### config.mk
export PLATFORM = sky130hd
export DESIGN_NAME = pvsa_slot_ram
export DESIGN_NICKNAME = d
export VERILOG_FILES = /design/src/hdl/pvsa_pkg.sv /design/src/hdl/pvsa_slot_ram.sv
export SDC_FILE = /design/constraint.sdc
export NUM_CORES = 2
export LEC_CHECK = 0
export ABC_AREA = 0
export BUFFER_PORTS_ARGS = -buffer_cell sky130_fd_sc_hd__buf_4
export CAP_MARGIN = 20
export CORE_MARGIN = 1
export CORE_UTILIZATION = 50
export DETAILED_ROUTE_END_ITERATION = 6
export PLACE_DENSITY = 0.68
export REMOVE_ABC_BUFFERS = 1
export SLEW_MARGIN = 10
export SYNTH_ARGS = -nofsm -noshare
export SYNTH_HDL_FRONTEND = slang
export SYNTH_MEMORY_MAX_BITS = 65536
export SYNTH_SLANG_ARGS = --single-unit
### constraint.sdc
create_clock -name clk -period 1.4 [get_ports clk]
set_input_delay 0.28 -clock clk [delete_from_list [all_inputs] [get_ports clk]]
set_output_delay 0.28 -clock clk [all_outputs]
set_load 0.05 [all_outputs]
### src/hdl/pvsa_pkg.sv
`default_nettype none
package pvsa_pkg;

	// Input item kinds carried on s_tuser
	localparam logic MODE_ALLOC = 1'b0;
	localparam logic MODE_WRITE = 1'b1;

	// Allocation counter saturates here
	localparam logic [6:0] COUNT_CAP = 7'd64;

	// Starting weakest values sit above anything a slot can hold
	localparam logic [3:0]  PRI_TOP  = 4'd8;
	localparam logic [16:0] GAIN_TOP = 17'h10000;

	typedef struct packed {
		logic [15:0] loops;
		logic [31:0] used;
		logic [15:0] gain;
		logic [2:0]  pri;
		logic        looping;
		logic        playing;
		logic        active;
		logic        locked;
	} slot_rec_t;

	typedef struct packed {
		logic [3:0]  pri;
		logic [16:0] gain;
		logic [31:0] used;
		logic [15:0] loops;
		logic        all_playing;
		logic        have_weak;
	} weak_t;

	typedef struct packed {
		logic  empty;
		logic  take;
		weak_t next;
	} judge_t;

endpackage
`default_nettype wire

### src/hdl/pvsa_slot_ram.sv
`default_nettype none
module pvsa_slot_ram #(
	parameter int DEPTH = 64,
	parameter int AW    = 6
) (
	input  wire                   clk,
	input  wire                   arst_n,
	input  wire                   we,
	input  wire [AW-1:0]          waddr,
	input  pvsa_pkg::slot_rec_t   wdata,
	input  wire [AW-1:0]          raddr,
	output pvsa_pkg::slot_rec_t   rdata
);
	import pvsa_pkg::*;

	slot_rec_t        mem [DEPTH];
	logic [DEPTH-1:0] valid_q;
	slot_rec_t        rd_data_q;
	logic             rd_ok_q;

	// Storage itself holds no reset; the valid bits stand in for it
	always_ff @(posedge clk) begin
		if (we) begin
			mem[waddr] <= wdata;
		end
		rd_data_q <= mem[raddr];
	end

	always_ff @(posedge clk or negedge arst_n) begin
		if (!arst_n) begin
			valid_q <= '0;
			rd_ok_q <= 1'b0;
		end else begin
			if (we) begin
				valid_q[waddr] <= 1'b1;
			end
			rd_ok_q <= valid_q[raddr];
		end
	end

	// An entry never written reads as all zero
	assign rdata = rd_ok_q ? rd_data_q : '0;

endmodule
`default_nettype wire

==> summary.md <==
| Metric | Value |
|---|---|
| Status | `finished with violations` |
| Failing checks | `setup timing` |
| Peak supply drop | `0.00131 V` |
| PortBufs | `about 160` |
| Cts bufs inserted | `approximately 450` |
| Area growth, synth to finish | `22.4%` |
| Synth top area cells | `edfxtp_1, mux4_2, dfrtp_1` |
| Clock Pin Slew Worst Setup and Hold Paths | `0.07 ns` |
| Final Cycle Share | `1.82` |
| Drt initial violations | `between 10000 and 15000` |
| Die Wd | `~600 µm` |
| # IOs | `~160` |
| Floorplan row count | `between 200 and 250` |
| First-pass DRT Iterations | `6` |
| Antenna violations before repair | `22` |
| Power Dens Cells | `~1400 mW/mm²` |
| Largest net degree at the start of global routing | `66` |
| Vias in the first global route | `just over 90000` |
| Root buffer cell | `clkbuf_16` |
| Gate power share | `0.067` |
| Wire per inst | `35.7 µm` |
| Largest area contributor in the synthesized netlist | `edfxtp_1` |
| Routed vias/inst | `around 6.4` |
| Net Switching | `approximately 64 mW` |
| Leak | `about 70 nW` |
| Worst-Skew Late Latency | `1.00 ns` |
| Hpwl dp | `a little over 300000 µm` |
| Critical Path Sink Type | `primary output` |
| Tot GR Track Use | `0.280` |
| Max Clock Freq | `just under 0.4 GHz` |
| Starting Density | `0.504` |
| Chip Height | `596 µm` |
| Fillers | `22860` |
| Final Skew | `a little under 0.05 ns` |
| Final Wtd Congestion | `0.845` |
| RSZ-0062 raised after global routing | `true` |
| # setup viols final | `145` |
| Ys async rst share | `0.0139` |
| Max Root-Sink Buffers | `4` |
| Post-route ant nets | `0` |
| Startpoint Class | `flip-flop` |
| Final hold violations | `0` |
| Highest net fanout along the worst path | `5` |
| CTS tree | `done` |
| Minimum clock period | `roughly 2.6 ns` |
| Mapped Cells | `slightly above 7000` |
| Dpl cell area | `about 0.2 mm²` |
| Seq/Total Area, Yosys | `0.790` |
| Synth Flop Type | `edfxtp_1` |
| CTS Sinks | `4680` |
| Rel. slew slack | `0.332` |
| Total negative slack | `-101.19 ns` |
| Tightest Hold Check Type | `input port to flip-flop` |
| Mapped cell area | `about 0.18 mm²` |
| Slew @ Worst Pin | `0.999 ns` |
| Worst EP required | `1.12 ns` |
| NumNets Final | `approximately 8900` |
| Post-synth EDFFs | `between 4000 and 5000` |
| Part of the power in registers | `0.528` |
| Mean Syn Cell Area | `24.4 µm²` |
| Critical path class | `flip-flop to primary output` |
| Top-area cell type share of the netlist area | `0.773` |
| Share of layout cells above drive strength 1 | `0.406` |
| Register bit total from synthesis | `4680` |
| Critical Path AT | `roughly 2.3 ns` |
| Final number of max-transition violations | `0` |
| Total grt overflow | `0` |
| Total number of vias | `~89000` |
| Core region area | `between 0.3 and 0.4 mm²` |
| Htree depth | `5` |
| Most common cell after layout, fill and taps aside | `edfxtp_1` |
| Post-synth cell types | `34` |
| Internal power | `~230 mW` |
| Final std cell area, no fill | `0.216 mm²` |
| Final WL | `about 500000 µm` |
| Total number of yosys warnings | `0` |
| DRC viols | `0` |
| Commonest cells after routing, fill and taps aside | `edfxtp_1, mux4_2, buf_4, buf_12, clkbuf_16` |
| Sw frac | `0.215` |
| Max-Cap Viols | `0` |
| Clock share of power | `0.405` |
| First-pass GRT wire length | `roughly 700000 µm` |
| Die area | `about 0.36 mm²` |
| Final setup margin | `-1.15 ns` |
-- repair_timing --
item	4_1_cts	5_1_grt
setup endpoints to repair	143	143
hold buffers	78	0
pin swaps	78	19
setup buffers	6	1
hold endpoints to repair	4622	0
cloned	4	0
resized for setup	261	55
-- area by class of cell --
type                            instances  area [µm²]  share of cell area
Tap cell                             4708        5890              0.0273
Clock buffer                          576       12000              0.0555
Clock inverter                        247        2430              0.0112
Timing Repair Buffer                 1491       19400              0.0899
Sequential cell                      4680      140000               0.646
Multi-Input combinational cell       2165       36800               0.170
Antenna cell                           25        62.6            0.000289
Inverter                                1        3.75           0.0000174
-- final timing paths --
check                            start             to  slack [ns]  depth (start not counted)
setup / recovery               rd_ok_q      rdata[58]       -1.15                          5
hold / removal                waddr[0]     mem[48][2]        0.05                          4
setup reg to reg            mem[6][24]  rd_data_q[24]       -0.54                          5
min in group asynchronous       arst_n    valid_q[53]        0.61                          4
max in group asynchronous       arst_n        rd_ok_q        0.43                          4
hold reg to reg            valid_q[38]    valid_q[38]        0.46                          1
-- state kept, by name, indices dropped and copies added, names as in the netlist --
signal	cells
valid_q	64
rd_data_q	71
rd_ok_q	1
mem	4544
-- synth_stat cells, types with 65 or more instances --
library cell	instances
and2_1	74
or2_2	67
nand2_1	67
mux2i_1	108
nor2_1	113
clkbuf_1	158
dfrtp_1	65
mux4_2	1325
o22ai_1	108
dfxtp_1	71
edfxtp_1	4544
buf_2	157
-- layer usage --
metal,track usage,routed length [µm]
met5,0,40
met4,0.102,20300
met3,0.0546,53900
met2,0.455,242000
met1,0.381,180000
-- per-stage QoR --
| stage | total power [mW] | instances | util | setup slack, ns | hold WS (ns) |
|---|---|---|---|---|---|
| 4_1_cts | 296 | 13873 | 0.616 | -1.23 | 0.000396 |
| 2_1_floorplan | 166 | 6846 | - | -4.85 | -0.0156 |
| 6_report | 295 | 13893 | 0.617 | -1.15 | 0.0526 |
| 3_5_place_dp | 177 | 12972 | 0.569 | -1.80 | 0.376 |
| 5_1_grt | 302 | 13883 | 0.616 | -1.19 | 0.0461 |
| 3_3_place_gp | 177 | 12972 | 0.569 | -1.86 | 0.360 |
-- power by group through the flow --
stage,Combinational [mW],Sequential [mW],Clock [mW]
2_1_floorplan,7.68,159,0
3_3_place_gp,17.8,159,0
3_5_place_dp,18.1,159,0
4_1_cts,19.7,156,121
5_1_grt,20.5,156,125
6_report,19.7,156,119
-- worst max-delay path, stage by stage, from the launching register on --
cell and delay [ns]:
dfrtp_4 0.52, buf_12 0.16, buf_16 0.16, buf_12 0.15, and2_4 0.13, buf_6 0.14
-- cells by family after synthesis --
family	synth area share
simple gates	0.0106
mux	0.177
compound gates	0.0119
flops	0.790
buf+inv	0.0104
No activity file was read; power rests on OpenSTA's default activity.
