## src/hdl/pvsa_pkg.sv

```systemverilog
`default_nettype none
package pvsa_pkg;

	// Input item kinds carried on s_tuser
	localparam logic MODE_ALLOC = 1'b0;
	localparam logic MODE_WRITE = 1'b1;

	// Allocation counter saturates here
	localparam logic [6:0] COUNT_CAP = 7'd64;

	// Starting weakest values sit above anything a slot can hold
	localparam logic [3:0]  PRI_TOP  = 4'd8;
	localparam logic [16:0] GAIN_TOP = 17'h10000;

	typedef struct packed {
		logic [15:0] loops;
		logic [31:0] used;
		logic [15:0] gain;
		logic [2:0]  pri;
		logic        looping;
		logic        playing;
		logic        active;
		logic        locked;
	} slot_rec_t;

	typedef struct packed {
		logic [3:0]  pri;
		logic [16:0] gain;
		logic [31:0] used;
		logic [15:0] loops;
		logic        all_playing;
		logic        have_weak;
	} weak_t;

	typedef struct packed {
		logic  empty;
		logic  take;
		weak_t next;
	} judge_t;

endpackage
`default_nettype wire

```

## src/hdl/pvsa_judge.sv

```systemverilog
`default_nettype none
module pvsa_judge (
	input  pvsa_pkg::slot_rec_t rec,
	input  pvsa_pkg::weak_t     weakest,
	input  wire [2:0]           pri_req,
	output pvsa_pkg::judge_t    res
);
	import pvsa_pkg::*;

	logic pri_lower;
	logic gain_lower;
	logic time_lower;
	logic more_loops;

	assign pri_lower  = {1'b0, rec.pri} < weakest.pri;
	assign gain_lower = {1'b0, rec.gain} < weakest.gain;
	assign time_lower = rec.used < weakest.used;
	assign more_loops = rec.loops > weakest.loops;

	always_comb begin
		res.empty = 1'b0;
		res.take  = 1'b0;
		res.next  = weakest;
		if (!rec.locked) begin
			if (!rec.active) begin
				res.empty = 1'b1;
			end else if (rec.playing) begin
				// playing slot: lower priority, or quieter or older if not looping
				res.take = weakest.all_playing && (rec.pri < pri_req) &&
					(pri_lower || (!rec.looping && (gain_lower || time_lower)));
				if (res.take) begin
					res.next.pri       = {1'b0, rec.pri};
					res.next.used      = rec.used;
					res.next.gain      = {1'b0, rec.gain};
					res.next.have_weak = 1'b1;
				end
			end else begin
				// idle slot: once seen, playing slots are no longer taken
				res.next.all_playing = 1'b0;
				res.take = !weakest.have_weak || more_loops || pri_lower || time_lower;
				if (res.take) begin
					res.next.pri       = {1'b0, rec.pri};
					res.next.used      = rec.used;
					res.next.loops     = rec.loops;
					res.next.have_weak = 1'b1;
				end
			end
		end
	end

endmodule
`default_nettype wire

```

## config.mk

```make
export PLATFORM = sky130hd
export DESIGN_NAME = pvsa_judge
export DESIGN_NICKNAME = d
export VERILOG_FILES = /design/src/hdl/pvsa_pkg.sv /design/src/hdl/pvsa_judge.sv
export SDC_FILE = /design/constraint.sdc
export NUM_CORES = 1
export LEC_CHECK = 0
export ABC_AREA = 1
export BUFFER_PORTS_ARGS = -buffer_cell sky130_fd_sc_hd__buf_2
export CAP_MARGIN = 20
export CORE_MARGIN = 5
export CORE_UTILIZATION = 50
export DETAILED_ROUTE_END_ITERATION = 8
export MAX_ROUTING_LAYER = met4
export PLACE_DENSITY_LB_ADDON = 0.12
export SETUP_SLACK_MARGIN = 0.15
export SLEW_MARGIN = 40
export SYNTH_ARGS = -nofsm -noshare
export SYNTH_HDL_FRONTEND = slang
export SYNTH_SLANG_ARGS = --single-unit
```

## constraint.sdc

```tcl
create_clock -name vclk -period 3.6
set_input_delay 0.36 -clock vclk [all_inputs]
set_output_delay 0.36 -clock vclk [all_outputs]
set_load 0.01 [all_outputs]
```

==> results of run 1 <==
==> placed cells by master (no fill, tap or decap) <==
master | synthesis | layout
nand2_8 | 0 | 1
inv_2 | 1 | 1
nand4_1 | 5 | 5
a21o_1 | 1 | 1
or2_1 | 1 | 1
inv_1 | 122 | 122
a21oi_1 | 132 | 132
a21oi_4 | 0 | 1
nor2_1 | 155 | 153
nor4_1 | 1 | 1
o21ai_0 | 15 | 15
nor4_2 | 1 | 1
nor2_4 | 0 | 1
nand3_1 | 112 | 112
nand2_4 | 1 | 1
ha_1 | 66 | 66
nand2_2 | 3 | 2
nor3_1 | 4 | 4
nand2_1 | 127 | 127
buf_4 | 2 | 12
o21ai_1 | 1 | 1
nor2_2 | 0 | 1
o21a_1 | 1 | 1
buf_2 | 17 | 218
a31oi_1 | 1 | 1
==> per-layer routing <==
metal  GRT usage  vias to the layer above  wire length, um
met1       0.317                     2368             5710
met3      0.0302                       22             1050
met4      0.0588                        0              278
met2       0.477                      200             6430
met5           -                        -                0
li1            -                     2949                -
==> worst max-delay path, delay by kind of cell <==
kind	cells	cell delay, ns
AOI/OAI and AO/OA	2	0.35
and+or+nand+nor	10	1.24
buffers and inverters	4	0.58
adders and majority gates	1	0.29
==> metrics by stage <==
step | hold slack [ns] | cell area (um2)
floorplan | 0.763 | 4010
global placement | 0.970 | 5110
detailed placement | 0.968 | 5110
CTS | 0.969 | 5110
global route | 0.995 | 5120
finish | 0.969 | 5120
==> cell families (layout without fill, tap and decap cells) <==
group           after synthesis  count (layout)  synth area share
buf+inv                     168             353             0.172
fa+ha+maj                    66              66             0.206
simple gates                410             410             0.430
compound gates              152             152             0.192
==> where the power goes <==
part / internal [mW] / leakage (nW) / switching, mW / total, mW
Sequential: 0 / 0 / 0 / 0
Combinational: 0.262 / 3.17 / 0.400 / 0.662
Clock: 0 / 0 / 0 / 0
Total: 0.262 / 3.17 / 0.400 / 0.662
==> cell type report <==
cell class                 instances  area [um2]  share of cell area
tap                              102         128              0.0249
timing repair buffer             230        1180               0.231
inverter                         123         462              0.0901
multi-input combinational        628        3350               0.654
==> how the worst max path moves through the flow <==
stage | cells after the start | slack [ns] | to | from
2_1_floorplan | 15 | 1.17 | res[56] | weakest[39]
3_3_place_gp | 17 | 0.39 | res[0] | weakest[29]
3_5_place_dp | 17 | 0.38 | res[0] | weakest[29]
4_1_cts | 17 | 0.37 | res[0] | weakest[29]
5_1_grt | 17 | 0.13 | res[62] | weakest[39]
6_report | 17 | 0.41 | res[0] | weakest[29]
==> flow_metrics.tcl, run 1 <==
set metrics [dict create \
    status "finished clean" \
    worstMarginPinSlew_ns 0.923 \
    core_area_mm2 0.00777 \
    post_cts_resized 0 \
    cellPowerDensity_mw_per_mm2 129 \
    postLayoutCoreUtil 0.660 \
    dp.cells 1083 \
    via_count 5539 \
    drt_wl_total_mm 13.5 \
    die_area_mm2 0.00991 \
    ant_nets 0 \
    fill_cells 853 \
    drt-initial-drc-count 240 \
    fin_nets 1194 \
    max_stage_delay_ns 0.29 \
    synth_cell_types 25 \
    mappedNetlistArea_mm2 0.00401 \
    cpMaxStageDelayCell "ha_1" \
    regArea_um2 0 \
    worst_slack_ns 0.405 \
    finalHoldViolations 0 \
    hp-start "rec[1]" \
    critPathArrivalTime_ns 2.83 \
    slew_headroom 0.379 \
    drcViolationCount 0 \
    worst-setup-path-type "in -> out" \
    worstPathCellList "buf_2 > inv_1 > ha_1 > nand2_1 > o21ai_0 > a21oi_1 > nand2_1 > nand2_1 > nand2_2 > nand2_1 > nand2_1 > nand2_2 > buf_4 > nand2_8 > nand2_1 > or2_1 > buf_2" \
    yosys-top-cells-count "nor2_1 (155), a21oi_1 (132), nand2_1 (127)" \
    cp_common_cell "nand2_1" \
    grt_max_degree 38 \
    holdPathStages 3 \
    yosysMostFrequentCell "nor2_1" \
    synthCells 796 \
    vias_per_cell 5.11 \
    pre_cts_ws_ns 0.376 \
    insertedDiodeCount 0 \
    grt_pass1_wl_mm 22.3 \
    hp-class "in -> out" \
    postCtsSetupRepairBufs 0 \
    max_freq_mhz 313 \
    ios 218 \
    setup_viol 0 \
    antenna_found_initial 0 \
    totalNegativeSetupSlack_ns 0 \
    cp_max_fo 37 \
    grt_pass1_vias 5201 \
    clkbuf_count 0 \
    maxCapViolCount 0 \
    drtPass1Iterations 4 \
    fin_crit_sh 0.887 \
    dp_hpwl_mm 10.6 \
    globalRouteOverflowTotal 0 \
    chipWidth_um 99.6 \
    maxSlewViolCount 0 \
    fin_cells 1083 \
    ctsHoldBuffers 0 \
    layout-drive-gt1-share 0.244 \
    port_buffers 218 \
    wl_per_cell_um 12.4 \
    yosys-top-cells-area "ha_1 (21%), a21oi_1 (16%), nor2_1 (15%), nand3_1 (14%), nand2_1 (12%)" \
    period_needed_ns 3.19 \
    yosysSeqAreaShare 0 \
    p_leak_nw 3.17 \
    required_ns 3.24 \
    place_congestion 0.901 \
    ys_warn_count 0 \
    synth_fp_nets 1007 \
    seq_cell_count 0 \
    initial_utilization 0.516 \
    critPathCaptureType "output port" \
    cp-start-kind "primary input" \
    p_total_mw 0.662 \
    die_height_um 99.6 \
    grt_usage 0.266 \
    peakVddDrop_mv 0.0665 \
    core.rowCount 32 \
    areaGrowthSynthToFinish_pct 27.7 \
    yosys.area.top_type "ha_1" \
    rsz0062_at_grt "true" \
    avgSynthCellArea_um2 5.04 \
    hold_end "res[72]" \
    synth_top_cell_area_share 0.206 \
]
No activity file was read; power rests on OpenSTA's default activity.
==> inputs of run 2 (changes only) <==
--- a/config.mk
+++ b/config.mk
@@ -8,8 +8,10 @@
 export ABC_AREA = 1
 export BUFFER_PORTS_ARGS = -buffer_cell sky130_fd_sc_hd__buf_2
 export CAP_MARGIN = 20
+export CELL_PAD_IN_SITES_DETAIL_PLACEMENT = 0
+export CELL_PAD_IN_SITES_GLOBAL_PLACEMENT = 1
 export CORE_MARGIN = 5
-export CORE_UTILIZATION = 50
+export CORE_UTILIZATION = 31
 export DETAILED_ROUTE_END_ITERATION = 8
 export MAX_ROUTING_LAYER = met4
 export PLACE_DENSITY_LB_ADDON = 0.12
==> flow_metrics.tcl, run 2 (synthesis gave the netlist of run 1 again) <==
set metrics [dict create \
    ctsHoldBuffers 0 \
    totalNegativeSetupSlack_ns 0 \
    seq_cell_count 0 \
    holdPathStages 3 \
    drtPass1Iterations 5 \
    maxSlewViolCount 0 \
    finalHoldViolations 0 \
    highest-signal-layer "met4" \
    maxCapViolCount 0 \
    drcViolationCount 0 \
    path_delay_family "buffers and inverters" \
    post_cts_resized 0 \
    core.rowCount 41 \
    p_total_mw 0.681 \
    final_common_cell "buf_2" \
    path_buf_inv 5 \
    wl_met1_mm 6.64 \
    worst-path-stages 16 \
    critPathCaptureType "output port" \
    fill_cells 1516 \
    cp_common_cell "nand2_1" \
    cpMaxStageDelayCell "buf_4" \
    core_area_mm2 0.0127 \
    fin_crit_sh 0.866 \
    globalRouteOverflowTotal 0 \
    clkbuf_count 0 \
    grt_max_degree 72 \
    status "finished clean" \
    place_congestion 0.766 \
    via_count 5456 \
    hp-class "in -> out" \
    p_leak_nw 3.18 \
    ant_nets 0 \
    drt-initial-drc-count 212 \
    wl_per_cell_um 13.1 \
    max_freq_mhz 321 \
    required_ns 3.24 \
    wl_met2_mm 7.43 \
    peakVddDrop_mv 0.0562 \
    dp_hpwl_mm 11.9 \
    layout-drive-gt1-share 0.244 \
    worst-setup-path-type "in -> out" \
    cp_max_fo 71 \
    grt_pass1_wl_mm 24.1 \
    vias_per_cell 4.73 \
    chipWidth_um 124 \
    antenna_found_initial 0 \
    slew_headroom 0.562 \
    die_area_mm2 0.0153 \
    max_stage_delay_ns 0.31 \
    initial_utilization 0.317 \
    areaGrowthSynthToFinish_pct 30.9 \
    hp-start "rec[1]" \
    final_cell_mix "buf_2 (218), nor2_1 (153), a21oi_1 (132)" \
    port_buffers 218 \
    die_height_um 124 \
    grt_pass1_vias 5125 \
    worstMarginPinSlew_ns 0.657 \
    insertedDiodeCount 0 \
    setup_viol 0 \
    crit_start "weakest[29]" \
    fin_cells 1154 \
    critPathArrivalTime_ns 2.76 \
    ios 218 \
    worstPathCellList "buf_2 > inv_1 > ha_1 > nand2_1 > o21ai_0 > a21oi_1 > nand2_1 > nand2_1 > nand2_2 > buf_12 > nand2_1 > nand3_1 > buf_4 > nand2_1 > or2_1 > buf_2" \
    grt_usage 0.192 \
    dp.cells 1154 \
    postLayoutCoreUtil 0.414 \
    drt_wl_total_mm 15.1 \
    period_needed_ns 3.12 \
    cellPowerDensity_mw_per_mm2 130 \
    regArea_um2 0 \
    fin_nets 1195 \
    wl_met3_mm 1.05 \
    cp-start-kind "primary input" \
    postCtsSetupRepairBufs 0 \
    rsz0062_at_grt "false" \
]
==> run 2: changes by cell type in the layout (fill, tap and decap cells not counted) <==
cell / previous run / this run
buf_12: 0 / 3
buf_4: 12 / 9
buf_6: 0 / 1
nand2_2: 2 / 3
nand2_8: 1 / 0
nor2_2: 1 / 0
nor2_4: 1 / 2
==> run 2: per-layer routing <==
metal	vias up	GRT usage
met2	168	0.351
li1	2949	-
met4	0	0.00346
met5	-	-
met3	2	0.0173
met1	2337	0.243
==> run 2: metrics by stage <==
stage / hold WS [ns] / setup slack, ns / cell area (um2)
6_report: 0.973 / 0.482 / 5250
5_1_grt: 0.982 / 0.191 / 5250
4_1_cts: 0.976 / 0.425 / 5250
3_5_place_dp: 0.974 / 0.433 / 5250
3_3_place_gp: 0.976 / 0.467 / 5250
2_1_floorplan: 0.763 / 1.17 / 4010
==> run 2: path summary, 6_finish.rpt <==
path,slack (ns),to
min,0.97,res[72]
max,0.48,res[0]
==> run 2: tightest hold or removal path, delay by kind of cell <==
kind / cells / cell delay, ns
buffers and inverters: 2 / 0.22
and+or+nand+nor: 1 / 0.04
==> run 2: cell type report <==
| cell class | instances | area (um2) | share of cell area |
|---|---|---|---|
| inverter | 123 | 462 | 0.0879 |
| multi-input combinational | 628 | 3340 | 0.637 |
| tap | 172 | 215 | 0.0410 |
| timing repair buffer | 231 | 1230 | 0.234 |
==> run 2: report_power, final <==
part           total (mW)  switching [mW]  internal, mW  leakage, nW
Clock                   0               0             0            0
Combinational       0.681           0.411         0.269         3.18
Sequential              0               0             0            0
